--- src/design/contactor_precharge_sequencer_top_defines.svh ---
// assertion helpers for the sequencer top
`ifndef CONTACTOR_PRECHARGE_SEQUENCER_TOP_DEFINES_SVH
`define CONTACTOR_PRECHARGE_SEQUENCER_TOP_DEFINES_SVH

// same-cycle implication
`define CPS_ASSERT_NOW(label, clk, rst_n, ante, cons, msg) \
  label: assert property (@(posedge clk) disable iff (!rst_n) (ante) |-> (cons)) \
    else $error(msg);

// next-cycle implication
`define CPS_ASSERT_NEXT(label, clk, rst_n, ante, cons, msg) \
  label: assert property (@(posedge clk) disable iff (!rst_n) (ante) |=> (cons)) \
    else $error(msg);

`endif

--- src/design/cps_pkg.sv ---
package cps_pkg;

  localparam int VOLTAGE_BITS = 16;
  localparam int RATIO_BITS   = 16;
  localparam int PROD_BITS    = RATIO_BITS + VOLTAGE_BITS;
  localparam int STEP_BITS    = 5;

  localparam logic [RATIO_BITS-1:0] RATIO_RESET = 16'd58982;

  // configuration register indexes
  localparam logic CFG_DRIVE_RATIO  = 1'b0;
  localparam logic CFG_CHARGE_RATIO = 1'b1;

  // vehicle request codes
  localparam logic [2:0] REQ_IDLE      = 3'd0;
  localparam logic [2:0] REQ_PRECHARGE = 3'd1;
  localparam logic [2:0] REQ_FAULT     = 3'd4;

  typedef enum logic [2:0] {
    MODE_IDLE      = 3'd0,
    MODE_PRECHARGE = 3'd1,
    MODE_ACTIVE    = 3'd2,
    MODE_FAULT     = 3'd3,
    MODE_CHARGING  = 3'd4
  } mode_e;

  typedef enum logic [1:0] {
    PHASE_SETUP     = 2'd0,
    PHASE_PRECHARGE = 2'd1,
    PHASE_ACTIVE    = 2'd2
  } phase_e;

  // contactor patterns {negative, positive, precharge}
  localparam logic [2:0] CONT_OPEN = 3'b000;
  localparam logic [2:0] CONT_PRE  = 3'b101;
  localparam logic [2:0] CONT_RUN  = 3'b110;

  typedef enum logic [3:0] {
    C_ALWAYS,
    C_IN_VALID,
    C_OUT_BUSY,
    C_MODE_CHG,
    C_HARD,
    C_EXT,
    C_IDLE_WANT,
    C_REQ_OFF,
    C_REQ_PRE,
    C_MODE_IDLE,
    C_MODE_PRE,
    C_PH_SETUP,
    C_PH_PRE,
    C_CHG_LOST,
    C_RATIO
  } cond_e;

  typedef struct packed {
    logic [2:0]              vehicle_request;
    logic                    battery_fault;
    logic                    insulation_ok;
    logic                    outside_fault;
    logic                    charger_lost;
    logic                    enter_charging;
    logic [VOLTAGE_BITS-1:0] inverter_voltage;
    logic [VOLTAGE_BITS-1:0] chg_out_voltage;
    logic [VOLTAGE_BITS-1:0] pack_voltage;
  } in_t;

  typedef struct packed {
    logic       negative_contactor;
    logic       positive_contactor;
    logic       precharge_contactor;
    logic [2:0] mode_now;
    logic [1:0] charge_phase;
  } out_t;

  // datapath actions of one control word
  typedef struct packed {
    logic       accept;
    logic       emit;
    logic       mul_en;
    logic       mul_chg;
    logic       mode_we;
    mode_e      mode;
    logic       phase_we;
    phase_e     phase;
    logic       cont_we;
    logic [2:0] cont;
  } ctrl_t;

  typedef struct packed {
    cond_e                cond;
    logic                 inv;
    logic [STEP_BITS-1:0] target;
    ctrl_t                act;
  } uword_t;

  // status flags back to the sequencer
  typedef struct packed {
    logic in_valid;
    logic out_busy;
    logic mode_chg;
    logic hard;
    logic ext;
    logic idle_want;
    logic req_off;
    logic req_pre;
    logic mode_idle;
    logic mode_pre;
    logic ph_setup;
    logic ph_pre;
    logic chg_lost;
    logic ratio;
  } flags_t;

  // program addresses
  localparam logic [STEP_BITS-1:0] U_FETCH     = 5'd0;
  localparam logic [STEP_BITS-1:0] U_DISPATCH  = 5'd1;
  localparam logic [STEP_BITS-1:0] U_HARD      = 5'd2;
  localparam logic [STEP_BITS-1:0] U_EXT       = 5'd3;
  localparam logic [STEP_BITS-1:0] U_WANT      = 5'd4;
  localparam logic [STEP_BITS-1:0] U_REQOFF    = 5'd5;
  localparam logic [STEP_BITS-1:0] U_REQPRE    = 5'd6;
  localparam logic [STEP_BITS-1:0] U_ISIDLE    = 5'd7;
  localparam logic [STEP_BITS-1:0] U_DMUL      = 5'd8;
  localparam logic [STEP_BITS-1:0] U_DCMP      = 5'd9;
  localparam logic [STEP_BITS-1:0] U_DRUN      = 5'd10;
  localparam logic [STEP_BITS-1:0] U_CHG       = 5'd11;
  localparam logic [STEP_BITS-1:0] U_CLOSTCHK  = 5'd12;
  localparam logic [STEP_BITS-1:0] U_CSETCHK   = 5'd13;
  localparam logic [STEP_BITS-1:0] U_CMUL      = 5'd14;
  localparam logic [STEP_BITS-1:0] U_CCMP      = 5'd15;
  localparam logic [STEP_BITS-1:0] U_CRUN      = 5'd16;
  localparam logic [STEP_BITS-1:0] U_CSETUP    = 5'd17;
  localparam logic [STEP_BITS-1:0] U_CLOST     = 5'd18;
  localparam logic [STEP_BITS-1:0] U_FAULT     = 5'd19;
  localparam logic [STEP_BITS-1:0] U_OFF       = 5'd20;
  localparam logic [STEP_BITS-1:0] U_ENTCHG    = 5'd21;
  localparam logic [STEP_BITS-1:0] U_PRESTART  = 5'd22;
  localparam logic [STEP_BITS-1:0] U_EMIT      = 5'd23;
  localparam logic [STEP_BITS-1:0] U_RETURN    = 5'd24;

  // control store: jump to target when (cond ^ inv), else fall through
  function automatic uword_t ucode(input logic [STEP_BITS-1:0] addr);
    uword_t w;
    w            = '0;
    w.cond       = C_ALWAYS;
    w.inv        = 1'b1;
    w.target     = U_FETCH;
    w.act.mode   = MODE_IDLE;
    w.act.phase  = PHASE_SETUP;
    unique case (addr)
      U_FETCH: begin
        w.cond = C_IN_VALID; w.target = U_FETCH; w.act.accept = 1'b1;
      end
      U_DISPATCH: begin w.cond = C_MODE_CHG; w.inv = 1'b0; w.target = U_CHG; end
      U_HARD:     begin w.cond = C_HARD; w.inv = 1'b0; w.target = U_FAULT; end
      U_EXT:      begin w.cond = C_EXT; w.inv = 1'b0; w.target = U_OFF; end
      U_WANT:     begin w.cond = C_IDLE_WANT; w.inv = 1'b0; w.target = U_ENTCHG; end
      U_REQOFF:   begin w.cond = C_REQ_OFF; w.inv = 1'b0; w.target = U_OFF; end
      U_REQPRE:   begin w.cond = C_REQ_PRE; w.target = U_EMIT; end
      U_ISIDLE:   begin w.cond = C_MODE_IDLE; w.inv = 1'b0; w.target = U_PRESTART; end
      U_DMUL: begin
        w.cond = C_MODE_PRE; w.target = U_EMIT; w.act.mul_en = 1'b1;
      end
      U_DCMP:     begin w.cond = C_RATIO; w.target = U_EMIT; end
      U_DRUN: begin
        w.inv = 1'b0; w.target = U_EMIT;
        w.act.cont_we = 1'b1; w.act.cont = CONT_RUN;
        w.act.mode_we = 1'b1; w.act.mode = MODE_ACTIVE;
      end
      U_CHG:      begin w.cond = C_HARD; w.inv = 1'b0; w.target = U_FAULT; end
      U_CLOSTCHK: begin w.cond = C_CHG_LOST; w.inv = 1'b0; w.target = U_CLOST; end
      U_CSETCHK:  begin w.cond = C_PH_SETUP; w.inv = 1'b0; w.target = U_CSETUP; end
      U_CMUL: begin
        w.cond = C_PH_PRE; w.target = U_EMIT;
        w.act.mul_en = 1'b1; w.act.mul_chg = 1'b1;
      end
      U_CCMP:     begin w.cond = C_RATIO; w.target = U_EMIT; end
      U_CRUN: begin
        w.inv = 1'b0; w.target = U_EMIT;
        w.act.cont_we = 1'b1; w.act.cont = CONT_RUN;
        w.act.phase_we = 1'b1; w.act.phase = PHASE_ACTIVE;
      end
      U_CSETUP: begin
        w.inv = 1'b0; w.target = U_EMIT;
        w.act.cont_we = 1'b1; w.act.cont = CONT_PRE;
        w.act.phase_we = 1'b1; w.act.phase = PHASE_PRECHARGE;
      end
      U_CLOST: begin
        w.inv = 1'b0; w.target = U_EMIT;
        w.act.cont_we = 1'b1; w.act.cont = CONT_OPEN;
        w.act.mode_we = 1'b1; w.act.mode = MODE_IDLE;
        w.act.phase_we = 1'b1; w.act.phase = PHASE_SETUP;
      end
      U_FAULT: begin
        w.inv = 1'b0; w.target = U_EMIT;
        w.act.cont_we = 1'b1; w.act.cont = CONT_OPEN;
        w.act.mode_we = 1'b1; w.act.mode = MODE_FAULT;
      end
      U_OFF: begin
        w.inv = 1'b0; w.target = U_EMIT;
        w.act.cont_we = 1'b1; w.act.cont = CONT_OPEN;
        w.act.mode_we = 1'b1; w.act.mode = MODE_IDLE;
      end
      U_ENTCHG: begin
        w.inv = 1'b0; w.target = U_EMIT;
        w.act.mode_we = 1'b1; w.act.mode = MODE_CHARGING;
        w.act.phase_we = 1'b1; w.act.phase = PHASE_SETUP;
      end
      U_PRESTART: begin
        w.inv = 1'b0; w.target = U_EMIT;
        w.act.cont_we = 1'b1; w.act.cont = CONT_PRE;
        w.act.mode_we = 1'b1; w.act.mode = MODE_PRECHARGE;
      end
      U_EMIT: begin
        w.cond = C_OUT_BUSY; w.inv = 1'b0; w.target = U_EMIT; w.act.emit = 1'b1;
      end
      U_RETURN:   begin w.inv = 1'b0; w.target = U_FETCH; end
      default:    begin w.inv = 1'b0; w.target = U_FETCH; end
    endcase
    return w;
  endfunction

endpackage

--- src/design/cps_useq.sv ---
module cps_useq (
  input  logic            clk_i,
  input  logic            rst_ni,
  input  cps_pkg::flags_t flags_i,
  output cps_pkg::ctrl_t  ctrl_o
);
  import cps_pkg::*;

  logic [STEP_BITS-1:0] step_q, step_d;
  uword_t               word;
  logic                 cond_hit;

  assign word   = ucode(step_q);
  assign ctrl_o = word.act;

  always_comb begin
    unique case (word.cond)
      C_ALWAYS:    cond_hit = 1'b1;
      C_IN_VALID:  cond_hit = flags_i.in_valid;
      C_OUT_BUSY:  cond_hit = flags_i.out_busy;
      C_MODE_CHG:  cond_hit = flags_i.mode_chg;
      C_HARD:      cond_hit = flags_i.hard;
      C_EXT:       cond_hit = flags_i.ext;
      C_IDLE_WANT: cond_hit = flags_i.idle_want;
      C_REQ_OFF:   cond_hit = flags_i.req_off;
      C_REQ_PRE:   cond_hit = flags_i.req_pre;
      C_MODE_IDLE: cond_hit = flags_i.mode_idle;
      C_MODE_PRE:  cond_hit = flags_i.mode_pre;
      C_PH_SETUP:  cond_hit = flags_i.ph_setup;
      C_PH_PRE:    cond_hit = flags_i.ph_pre;
      C_CHG_LOST:  cond_hit = flags_i.chg_lost;
      C_RATIO:     cond_hit = flags_i.ratio;
      default:     cond_hit = 1'b0;
    endcase
  end

  always_comb begin
    if (cond_hit ^ word.inv) begin
      step_d = word.target;
    end else begin
      step_d = step_q + 1'b1;
    end
  end

  always_ff @(posedge clk_i or negedge rst_ni) begin
    if (!rst_ni) begin
      step_q <= U_FETCH;
    end else begin
      step_q <= step_d;
    end
  end

endmodule

--- src/design/cps_dpath.sv ---
module cps_dpath (
  input  logic                             clk_i,
  input  logic                             rst_ni,
  input  logic                             cfg_we_i,
  input  logic                             cfg_idx_i,
  input  logic [cps_pkg::RATIO_BITS-1:0]   cfg_data_i,
  input  logic                             in_valid_i,
  input  cps_pkg::in_t                     in_i,
  input  logic                             out_ready_i,
  output logic                             out_valid_o,
  output cps_pkg::out_t                    out_o,
  input  cps_pkg::ctrl_t                   ctrl_i,
  output cps_pkg::flags_t                  flags_o
);
  import cps_pkg::*;

  logic [RATIO_BITS-1:0] drive_ratio_q, charge_ratio_q;
  in_t                   in_q;
  mode_e                 mode_q, mode_d;
  phase_e                phase_q, phase_d;
  logic [2:0]            cont_q, cont_d;
  logic [PROD_BITS-1:0]  prod_q, vshift_q;
  logic                  out_valid_q, out_valid_d;
  out_t                  out_q;
  logic                  out_busy, emit_fire, hard;

  // configuration registers
  always_ff @(posedge clk_i or negedge rst_ni) begin
    if (!rst_ni) begin
      drive_ratio_q  <= RATIO_RESET;
      charge_ratio_q <= RATIO_RESET;
    end else if (cfg_we_i) begin
      unique case (cfg_idx_i)
        CFG_DRIVE_RATIO:  drive_ratio_q  <= cfg_data_i;
        CFG_CHARGE_RATIO: charge_ratio_q <= cfg_data_i;
        default:          drive_ratio_q  <= drive_ratio_q;
      endcase
    end
  end

  // input latch
  always_ff @(posedge clk_i) begin
    if (ctrl_i.accept && in_valid_i) begin
      in_q <= in_i;
    end
  end

  // ratio test: v * 2^16 against ratio * pack
  always_ff @(posedge clk_i) begin
    if (ctrl_i.mul_en) begin
      if (ctrl_i.mul_chg) begin
        prod_q   <= charge_ratio_q * in_q.pack_voltage;
        vshift_q <= {in_q.chg_out_voltage, {RATIO_BITS{1'b0}}};
      end else begin
        prod_q   <= drive_ratio_q * in_q.pack_voltage;
        vshift_q <= {in_q.inverter_voltage, {RATIO_BITS{1'b0}}};
      end
    end
  end

  // sequencer state
  always_comb begin
    mode_d  = mode_q;
    phase_d = phase_q;
    cont_d  = cont_q;
    if (ctrl_i.mode_we) begin
      mode_d = ctrl_i.mode;
    end
    if (ctrl_i.phase_we) begin
      phase_d = ctrl_i.phase;
    end
    if (ctrl_i.cont_we) begin
      cont_d = ctrl_i.cont;
    end
  end

  always_ff @(posedge clk_i or negedge rst_ni) begin
    if (!rst_ni) begin
      mode_q  <= MODE_IDLE;
      phase_q <= PHASE_SETUP;
      cont_q  <= CONT_OPEN;
    end else begin
      mode_q  <= mode_d;
      phase_q <= phase_d;
      cont_q  <= cont_d;
    end
  end

  // output register
  assign out_busy  = out_valid_q && !out_ready_i;
  assign emit_fire = ctrl_i.emit && !out_busy;

  always_comb begin
    out_valid_d = out_valid_q;
    if (emit_fire) begin
      out_valid_d = 1'b1;
    end else if (out_ready_i) begin
      out_valid_d = 1'b0;
    end
  end

  always_ff @(posedge clk_i or negedge rst_ni) begin
    if (!rst_ni) begin
      out_valid_q <= 1'b0;
    end else begin
      out_valid_q <= out_valid_d;
    end
  end

  always_ff @(posedge clk_i) begin
    if (emit_fire) begin
      out_q.negative_contactor  <= cont_q[2];
      out_q.positive_contactor  <= cont_q[1];
      out_q.precharge_contactor <= cont_q[0];
      out_q.mode_now            <= mode_q;
      out_q.charge_phase        <= phase_q;
    end
  end

  assign out_valid_o = out_valid_q;
  assign out_o       = out_q;

  // condition flags
  assign hard = (mode_q == MODE_FAULT) || in_q.battery_fault || !in_q.insulation_ok;

  always_comb begin
    flags_o.in_valid  = in_valid_i;
    flags_o.out_busy  = out_busy;
    flags_o.mode_chg  = (mode_q == MODE_CHARGING);
    flags_o.hard      = hard;
    flags_o.ext       = in_q.outside_fault;
    flags_o.idle_want = (mode_q == MODE_IDLE) && in_q.enter_charging;
    flags_o.req_off   = (in_q.vehicle_request == REQ_IDLE) ||
                        (in_q.vehicle_request == REQ_FAULT);
    flags_o.req_pre   = (in_q.vehicle_request == REQ_PRECHARGE);
    flags_o.mode_idle = (mode_q == MODE_IDLE);
    flags_o.mode_pre  = (mode_q == MODE_PRECHARGE);
    flags_o.ph_setup  = (phase_q == PHASE_SETUP);
    flags_o.ph_pre    = (phase_q == PHASE_PRECHARGE);
    flags_o.chg_lost  = in_q.charger_lost;
    flags_o.ratio     = vshift_q > prod_q;
  end

endmodule

--- src/design/contactor_precharge_sequencer_top.sv ---
// Contactor precharge sequencer. Each input transaction is one control tick
// (vehicle request, fault flags, charger timeout, three voltages) and yields
// exactly one output transaction with the three contactor commands, the main
// mode and the charging phase after the update. A battery fault or a failing
// insulation monitor latches fault mode until reset; outside charging mode an
// outside fault opens everything and returns to idle. Precharge ends when
// v * 65536 exceeds ratio * pack, with the thresholds written through the cfg
// port (index 0 drive, index 1 charge, both reset to 58982). Control comes
// from a small microprogram in a constant control store that walks the
// decision chain one test per clock, while the emit step waits as long as the
// output register is full; the drive precharge compare is the longest path
// (one multiply step, one compare step). One transaction is in flight at a
// time; after the result is loaded into the output register the sequencer
// passes through the return step back to fetch, even if the consumer has not
// yet picked it up.
`include "contactor_precharge_sequencer_top_defines.svh"

module contactor_precharge_sequencer_top (
  input  logic                           clk_i,
  input  logic                           rst_ni,
  // configuration writes
  input  logic                           cfg_we_i,
  input  logic                           cfg_idx_i,
  input  logic [cps_pkg::RATIO_BITS-1:0] cfg_data_i,
  // tick input channel
  input  logic                           in_valid_i,
  output logic                           in_ready_o,
  input  cps_pkg::in_t                   in_i,
  // result channel
  output logic                           out_valid_o,
  input  logic                           out_ready_i,
  output cps_pkg::out_t                  out_o
);
  import cps_pkg::*;

  ctrl_t  ctrl;
  flags_t flags;

  // step counter plus control store
  cps_useq u_useq (
    .clk_i   (clk_i),
    .rst_ni  (rst_ni),
    .flags_i (flags),
    .ctrl_o  (ctrl)
  );

  // state registers, ratio multiplier, output register
  cps_dpath u_dpath (
    .clk_i       (clk_i),
    .rst_ni      (rst_ni),
    .cfg_we_i    (cfg_we_i),
    .cfg_idx_i   (cfg_idx_i),
    .cfg_data_i  (cfg_data_i),
    .in_valid_i  (in_valid_i),
    .in_i        (in_i),
    .out_ready_i (out_ready_i),
    .out_valid_o (out_valid_o),
    .out_o       (out_o),
    .ctrl_i      (ctrl),
    .flags_o     (flags)
  );

  // only the fetch step takes a transaction
  assign in_ready_o = ctrl.accept;

  // fetch is left right after a transaction is taken
  `CPS_ASSERT_NEXT(a_fetch_leaves, clk_i, rst_ni, in_valid_i && in_ready_o, !in_ready_o,
                   "sequencer stayed in fetch after accepting a transaction")

  // positive and precharge contactors never closed together
  `CPS_ASSERT_NOW(a_no_double_close, clk_i, rst_ni, out_valid_o,
                  !(out_o.positive_contactor && out_o.precharge_contactor),
                  "positive and precharge contactors closed together")

  // fault mode reports every contactor open
  `CPS_ASSERT_NOW(a_fault_open, clk_i, rst_ni,
                  out_valid_o && (out_o.mode_now == MODE_FAULT),
                  !out_o.negative_contactor && !out_o.positive_contactor &&
                  !out_o.precharge_contactor,
                  "contactor closed in fault mode")

endmodule
--- config.mk ---
export PLATFORM = sky130hd
export DESIGN_NAME = contactor_precharge_sequencer_top
export DESIGN_NICKNAME = d
export VERILOG_FILES = /design/src/design/cps_pkg.sv /design/src/design/cps_useq.sv /design/src/design/cps_dpath.sv /design/src/design/contactor_precharge_sequencer_top.sv
export VERILOG_INCLUDE_DIRS = /design/src /design/src/design
export SDC_FILE = /design/constraint.sdc
export NUM_CORES = 1
export LEC_CHECK = 0
export BUFFER_PORTS_ARGS = -buffer_cell sky130_fd_sc_hd__buf_2
export CAP_MARGIN = 20
export CORE_MARGIN = 4
export CORE_UTILIZATION = 45
export CTS_BUF_LIST = sky130_fd_sc_hd__clkbuf_4 sky130_fd_sc_hd__clkbuf_8
export DETAILED_ROUTE_END_ITERATION = 10
export GPL_ROUTABILITY_DRIVEN = 1
export SLEW_MARGIN = 20
export SYNTH_ARGS = -nofsm -noshare
export SYNTH_HDL_FRONTEND = slang
export SYNTH_SLANG_ARGS = --single-unit
--- constraint.sdc ---
create_clock -name clk_i -period 6 [get_ports clk_i]
set_clock_uncertainty 0.2 [all_clocks]
set_input_delay 1.2 -clock clk_i [delete_from_list [all_inputs] [get_ports clk_i]]
set_output_delay 1.2 -clock clk_i [all_outputs]
set_load 0.05 [all_outputs]
## Word level (Yosys, flattened, before mapping)

Cells that the tools add are included.
Widths: inputs -> output; s select.

- Register bits after elaboration: 174
- Input bits: 78
- Output and inout port bits: 10
- Word-level logic and storage cells: 117

- Add/subtract/negate cells: 1
- $mul: 2
- $lt $le $gt $ge: 1
- Equality and inequality tests: 43
- Mux-type cells: 16
- Bitwise logic cells: 2
- Reduce and logical (&&, ||, !) cells: 29

Operator list:

| operator | count |
|---|---|
| $mul 16x16->32 | 2 |
| $mux 32 | 2 |
| $pmux 4 s14 | 1 |
| $eq 5x4->1 const B | 8 |
| $eq 5x5->1 const B | 8 |
| $pmux 5 s8 | 1 |
| $gt 32x32->1 | 1 |
| $eq 4x4->1 const B | 7 |
| $eq 5x3->1 const B | 4 |
| $pmux 4 s5 | 1 |
| $eq 4x3->1 const B | 4 |
| $reduce_or 2->1 | 8 |
| $pmux 1 s15 | 1 |
| $reduce_or 14->1 | 1 |
| $pmux 4 s3 | 1 |
| $eq 5x2->1 const B | 2 |
| $pmux 3 s3 | 1 |
| $eq 4x2->1 const B | 2 |
| $mux 1 | 7 |
| $eq 3x1->1 const B | 2 |
| $eq 3x3->1 const B | 2 |
| $logic_not 3->1 | 2 |
| $reduce_or 6->1 | 1 |
| $add 5x1->5 const B | 1 |
| other kinds (16) | 24 |

## Longest topological paths before layout

- Depth after elaboration: 7
- Depth in mapped cells: 23
- Depth with buffers taken out: 22

## Cells and area by module

From an unflattened synthesis, not the netlist that was laid out.

- Cell total of the unflattened synthesis: 2461
- Area total of the unflattened synthesis: 24026.8 um2

Modules (own cells, without submodules):

| module | times used | cells each | area each (um2) | sequential area each (um2) |
|---|---|---|---|---|
| cps_dpath | 1 | 2328 | 23038.3 | 4411.7 |
| cps_useq | 1 | 133 | 988.4 | 125.1 |

## Worst setup path after synthesis

Ideal clock, no wire load.

- Path kind: register -> register
- From: register u_dpath.drive_ratio_q[10]
- To: register u_dpath.prod_q[24], data pin
- Arrival: 5.873 ns
- Data required time: 5.530 ns
- Path slack: -0.344 ns
- Cell stages (with the launch flop): 22
- Period minus slack after synthesis: 6.344 ns
- Cell sequence: dfstp_2 clkbuf_1 nand2_1 fa_1 fa_1 fa_1 inv_1 fa_1 fa_1 inv_1 fa_1 inv_1 ha_1 a21o_1 a21o_1 a21o_1 a31o_2 nor3_1 o21ai_0 a31oi_1 xor2_1 o211ai_1

- Cells in the longest elaborated chain, start to end: 2

Ends and longest elaborated chain:

| what | line | source |
|---|---|---|
| start, declared | cps_dpath.sv:17 | `logic [RATIO_BITS-1:0] drive_ratio_q, charge_ratio_q;` |
| start signal, assigned | cps_dpath.sv:34 | `CFG_DRIVE_RATIO: drive_ratio_q <= cfg_data_i;` |
| start signal, assigned | cps_dpath.sv:36 | `default: drive_ratio_q <= drive_ratio_q;` |
| $mul 16x16->32 | cps_dpath.sv:55 | `prod_q <= drive_ratio_q * in_q.pack_voltage;` |
| $mux 32 | cps_dpath.sv:51 | `if (ctrl_i.mul_chg) begin` |
| end signal, assigned | cps_dpath.sv:52 | `prod_q <= charge_ratio_q * in_q.pack_voltage;` |
| end signal, assigned | cps_dpath.sv:55 |  |
| end, declared | cps_dpath.sv:22 | `logic [PROD_BITS-1:0] prod_q, vshift_q;` |

No other way between the ends.
A chain may end at the register's enable or synchronous reset.

## Final worst setup path

- From: register u_dpath.drive_ratio_q[6]
- To: register u_dpath.prod_q[30], data pin

The elaborated chain is that of the path after synthesis.

==> impl_metrics.py <==
metrics = {
    "run_status": {
        "status": "finished with violations",
        "failed_checks": "negative setup slack",
    },
    "timing": {
        "clock.fmax_mhz": 156,
        "hold_viol": 0,
        "worst_pin_slew_ns": 0.946,
        "setup_ws_ns": -0.405,
        "fin_crit_ns": 6.41,
        "finalCritPeriodShare_pct": 107,
        "slew_violations": 0,
        "relSlewSlack_pct": 36.8,
        "finalSetupViolCount": 16,
        "rsz0062_at_grt": "true",
    },
    "finish": {
        "post-route-util_pct": 54.8,
        "drive_gt1_share_pct": 23.4,
        "n_fill_cell": 4753,
        "syn2layout_area_growth_pct": 20.6,
        "n_antenna_cell": 0,
        "fin_cells": 3490,
        "fin_nets": 3484,
    },
    "global_route": {
        "gr-usage-met2_pct": 36.9,
        "grt_max_degree": 49,
        "use_met3_pct": 3.42,
        "grtUsageMet1_pct": 31.1,
        "overflow": 0,
        "grt_busiest_layer": "met2",
        "track_usage_pct": 22.5,
        "antenna_found_initial": 1,
        "grt_pass1_wl_mm": 101,
        "grt_pass1_vias": 19100,
    },
    "routing": {
        "vias_per_cell": 5.18,
        "wl_per_cell_um": 17.8,
        "final_antenna_net_count": 0,
        "drtIter0Drc": 965,
        "first_pass_iters": 6,
        "drt_wl_total_mm": 62.2,
        "vias": 18100,
        "drcViolationCount": 0,
    },
    "clock_network": {
        "clock-sinks": 158,
        "numCtsBuffers": 17,
        "cts-htree-levels": 4,
        "root_buffer": "clkbuf_8",
        "clock_path_buffers": 2,
        "hold_buffers": 0,
        "cts_tree": "built",
        "clkLatencyLatePin_ns": 0.58,
        "clk_pin_slew_ns": 0.13,
    },
    "logic_synthesis": {
        "syn_avg_cell_area_sq_um": 9.58,
        "ys_ff_latch": 158,
        "synth_edf_count": 112,
        "synth_top_family_by_area": "adder cells",
        "synth_top_area_share_pct": 32.5,
        "yosys_warnings": 0,
        "synth_nets": 3187,
        "yosys.area_share.adder_pct": 44.6,
        "synthFlopType": "edfxtp_1",
        "synth.area.mux_share_pct": 2.34,
        "ys_seq_area_share_pct": 19.0,
        "synth_compound_area_share_pct": 6.85,
        "netlist.top_cell.by_area": "fa_1",
        "syn_area_sq_um": 23900,
        "yosys-top-cells-area": "fa_1 (33%), edfxtp_1 (14%), ha_1 (12%)",
        "syn-instance-count": 2492,
        "synthDistinctLibCells": 78,
        "synth-async-reset-ratio_pct": 29.1,
        "synth-simple-area-share_pct": 15.8,
        "synth_xor_area_share_pct": 2.10,
    },
    "critical_path": {
        "crit_path_start_kind": "flop",
        "slowest_stage": "dfstp_4",
        "crit_top_cell": "fa_1",
        "cp_max_fo": 6,
        "path_cells": "buf_8 > nand2_2 > fa_1 > inv_1 > fa_1 > fa_1 > fa_2 > fa_1 > inv_1 > fa_1 > inv_2 > ha_4 > and3_1 > nand2_1 > a21oi_2 > buf_4 > o21ai_4 > a41oi_2 > buf_4 > nor4_2 > o21ai_1 > o22ai_1",
        "reg2reg_depth": 22,
        "critPathKind": "reg2reg",
        "end_kind": "flop",
        "critical_path_required_ns": 6.10,
        "critical_path_arrival_ns": 6.50,
        "cpPeakStageDelay_ns": 0.71,
    },
    "die": {
        "design.die.area_sq_um": 56800,
        "fp-row-count": 84,
        "die_h_um": 238,
        "die_w_um": 238,
        "core_sq_um": 52600,
        "ioPinCount": 88,
        "start_util_pct": 45.4,
    },
    "placement": {
        "dp.cells": 3410,
        "dp_hpwl_mm": 49.7,
        "place_congestion": 0.866,
        "io_buffers": 87,
    },
    "min_path": {
        "hp-class": "reg2reg",
        "whs_path_depth": 0,
    },
    "run": {
        "maxCapViolCount": 0,
    },
}
==> repair_timing <==
item                       in CTS  in global routing
pin swaps                      71                 91
setup buffers                  34                 16
resized for setup             110                101
setup endpoints to repair      19                 20
gates cloned                    2                  1
==> metal layers <==
| metal | part of all wire, % | vias to the layer above |
|---|---|---|
| met5 | 0 | - |
| met4 | 3.2 | 0 |
| met3 | 4.3 | 79 |
| met2 | 48 | 425 |
| met1 | 44 | 9208 |
| li1 | - | 8362 |
==> cell usage after synthesis (3+ instances only) <==
cell,count
nand3b_1,5
dfstp_2,18
nor3b_1,3
a211oi_1,10
a311oi_1,3
buf_2,6
buf_1,4
a31oi_1,11
mux2_2,33
mux2_4,3
a31o_2,3
nand2b_1,12
nand3_1,19
xor2_1,27
and3_1,6
inv_1,479
nor2_1,54
edfxtp_1,112
a21oi_1,64
nor2b_1,10
a21boi_0,6
fa_1,388
and2_1,238
a21o_1,40
a211o_1,3
nand4_1,8
o21bai_1,7
dfrtp_1,28
o31ai_1,3
o21a_1,8
nand2_1,381
nor4b_1,3
ha_1,229
mux2i_1,12
nor3_1,21
nor4_1,7
o211ai_1,9
a41oi_1,4
o21ai_0,45
clkbuf_1,97
xnor2_1,27
or3_1,3
==> final timing paths <==
| check | slack (ns) | start | end |
|---|---|---|---|
| hold reg to reg | 0.26 | u_dpath.cont_q[2] | u_dpath.out_o[7] |
| setup reg to reg | -0.41 | u_dpath.drive_ratio_q[6] | u_dpath.prod_q[30] |
| hold / removal | 0.26 | u_dpath.cont_q[2] | u_dpath.out_o[7] |
| setup / recovery | -0.41 | u_dpath.drive_ratio_q[6] | u_dpath.prod_q[30] |
| min in group asynchronous | 0.58 | rst_ni | u_dpath.cont_q[2] |
| max in group asynchronous | 4.37 | rst_ni | u_dpath.charge_ratio_q[12] |
==> registers in the layout, indices dropped and copies added, names as in the netlist, 3 cells and up <==
signal / flops
u_useq.step_q: 5
u_dpath.drive_ratio_q: 16
u_dpath.vshift_q: 16
u_dpath.in_q: 54
u_dpath.mode_q: 3
u_dpath.prod_q: 32
u_dpath.cont_q: 3
u_dpath.charge_ratio_q: 16
u_dpath.out_o: 8
==> per-stage QoR <==
step                instance area [sq um]  setup slack (ns)  hold WS, ns  TNS [ns]
floorplan                           24000           0.00415        0.225         0
global placement                    27100            -0.676        0.234     -5.90
detailed placement                  27100            -0.712        0.239     -6.56
CTS                                 28300            -0.415        0.264     -4.71
global route                        28800            -0.610        0.271     -7.46
finish                              28800            -0.405        0.260     -4.03
==> cells in the final DEF (no fill, tap or decap), drive strengths merged, types with 4 or more instances in the layout <==
master	Yosys	layout
fa	388	388
inv	480	485
o211ai	9	9
clkbuf	97	18
edfxtp	112	112
dfrtp	28	28
a211oi	10	10
nor2	54	54
nand4	8	8
o21a	8	8
ha	229	229
and2	238	238
o21ai	47	47
clkinv	1	7
nor3	22	22
nand3	19	19
dfstp	18	18
and3	6	6
xor2	28	28
xnor2	27	27
mux2i	12	12
nor4	7	7
nand2b	12	12
nor2b	10	10
a21boi	6	6
a41oi	4	4
nand2	381	381
mux2	38	38
a21o	40	40
a31oi	13	13
nand3b	5	5
o21bai	8	8
buf	12	386
a21oi	65	65
==> layout make-up <==
type                       count  area (sq um)  share of cell area (%)
clock inverter                15           203                   0.704
clock buffer                  17           234                   0.813
sequential                   158          4550                    15.8
multi-input combinational   1744         18000                    62.4
tap                          688           861                    2.99
inverter                     481          1810                    6.27
timing repair buffer         387          3170                    11.0
==> worst max-delay path: cells and delay by family (launching register included) <==
family | cells | cell delay [ns]
fa+ha+maj | 7 | 3.31
compound gates | 5 | 0.84
buf+inv | 6 | 0.64
flops | 1 | 0.71
simple gates | 4 | 0.42
==> kinds of logic after synthesis <==
kind of cell / count (synthesis)
buffers and inverters: 590
xor gates and xnor gates: 55
DFF: 158
adders and majority gates: 617
AOI/OAI and AO/OA: 244
muxes: 50
and+or+nand+nor: 778
Power is not shown: default switching activity piles up to over one toggle a cycle in this logic, so the estimate is an artifact.
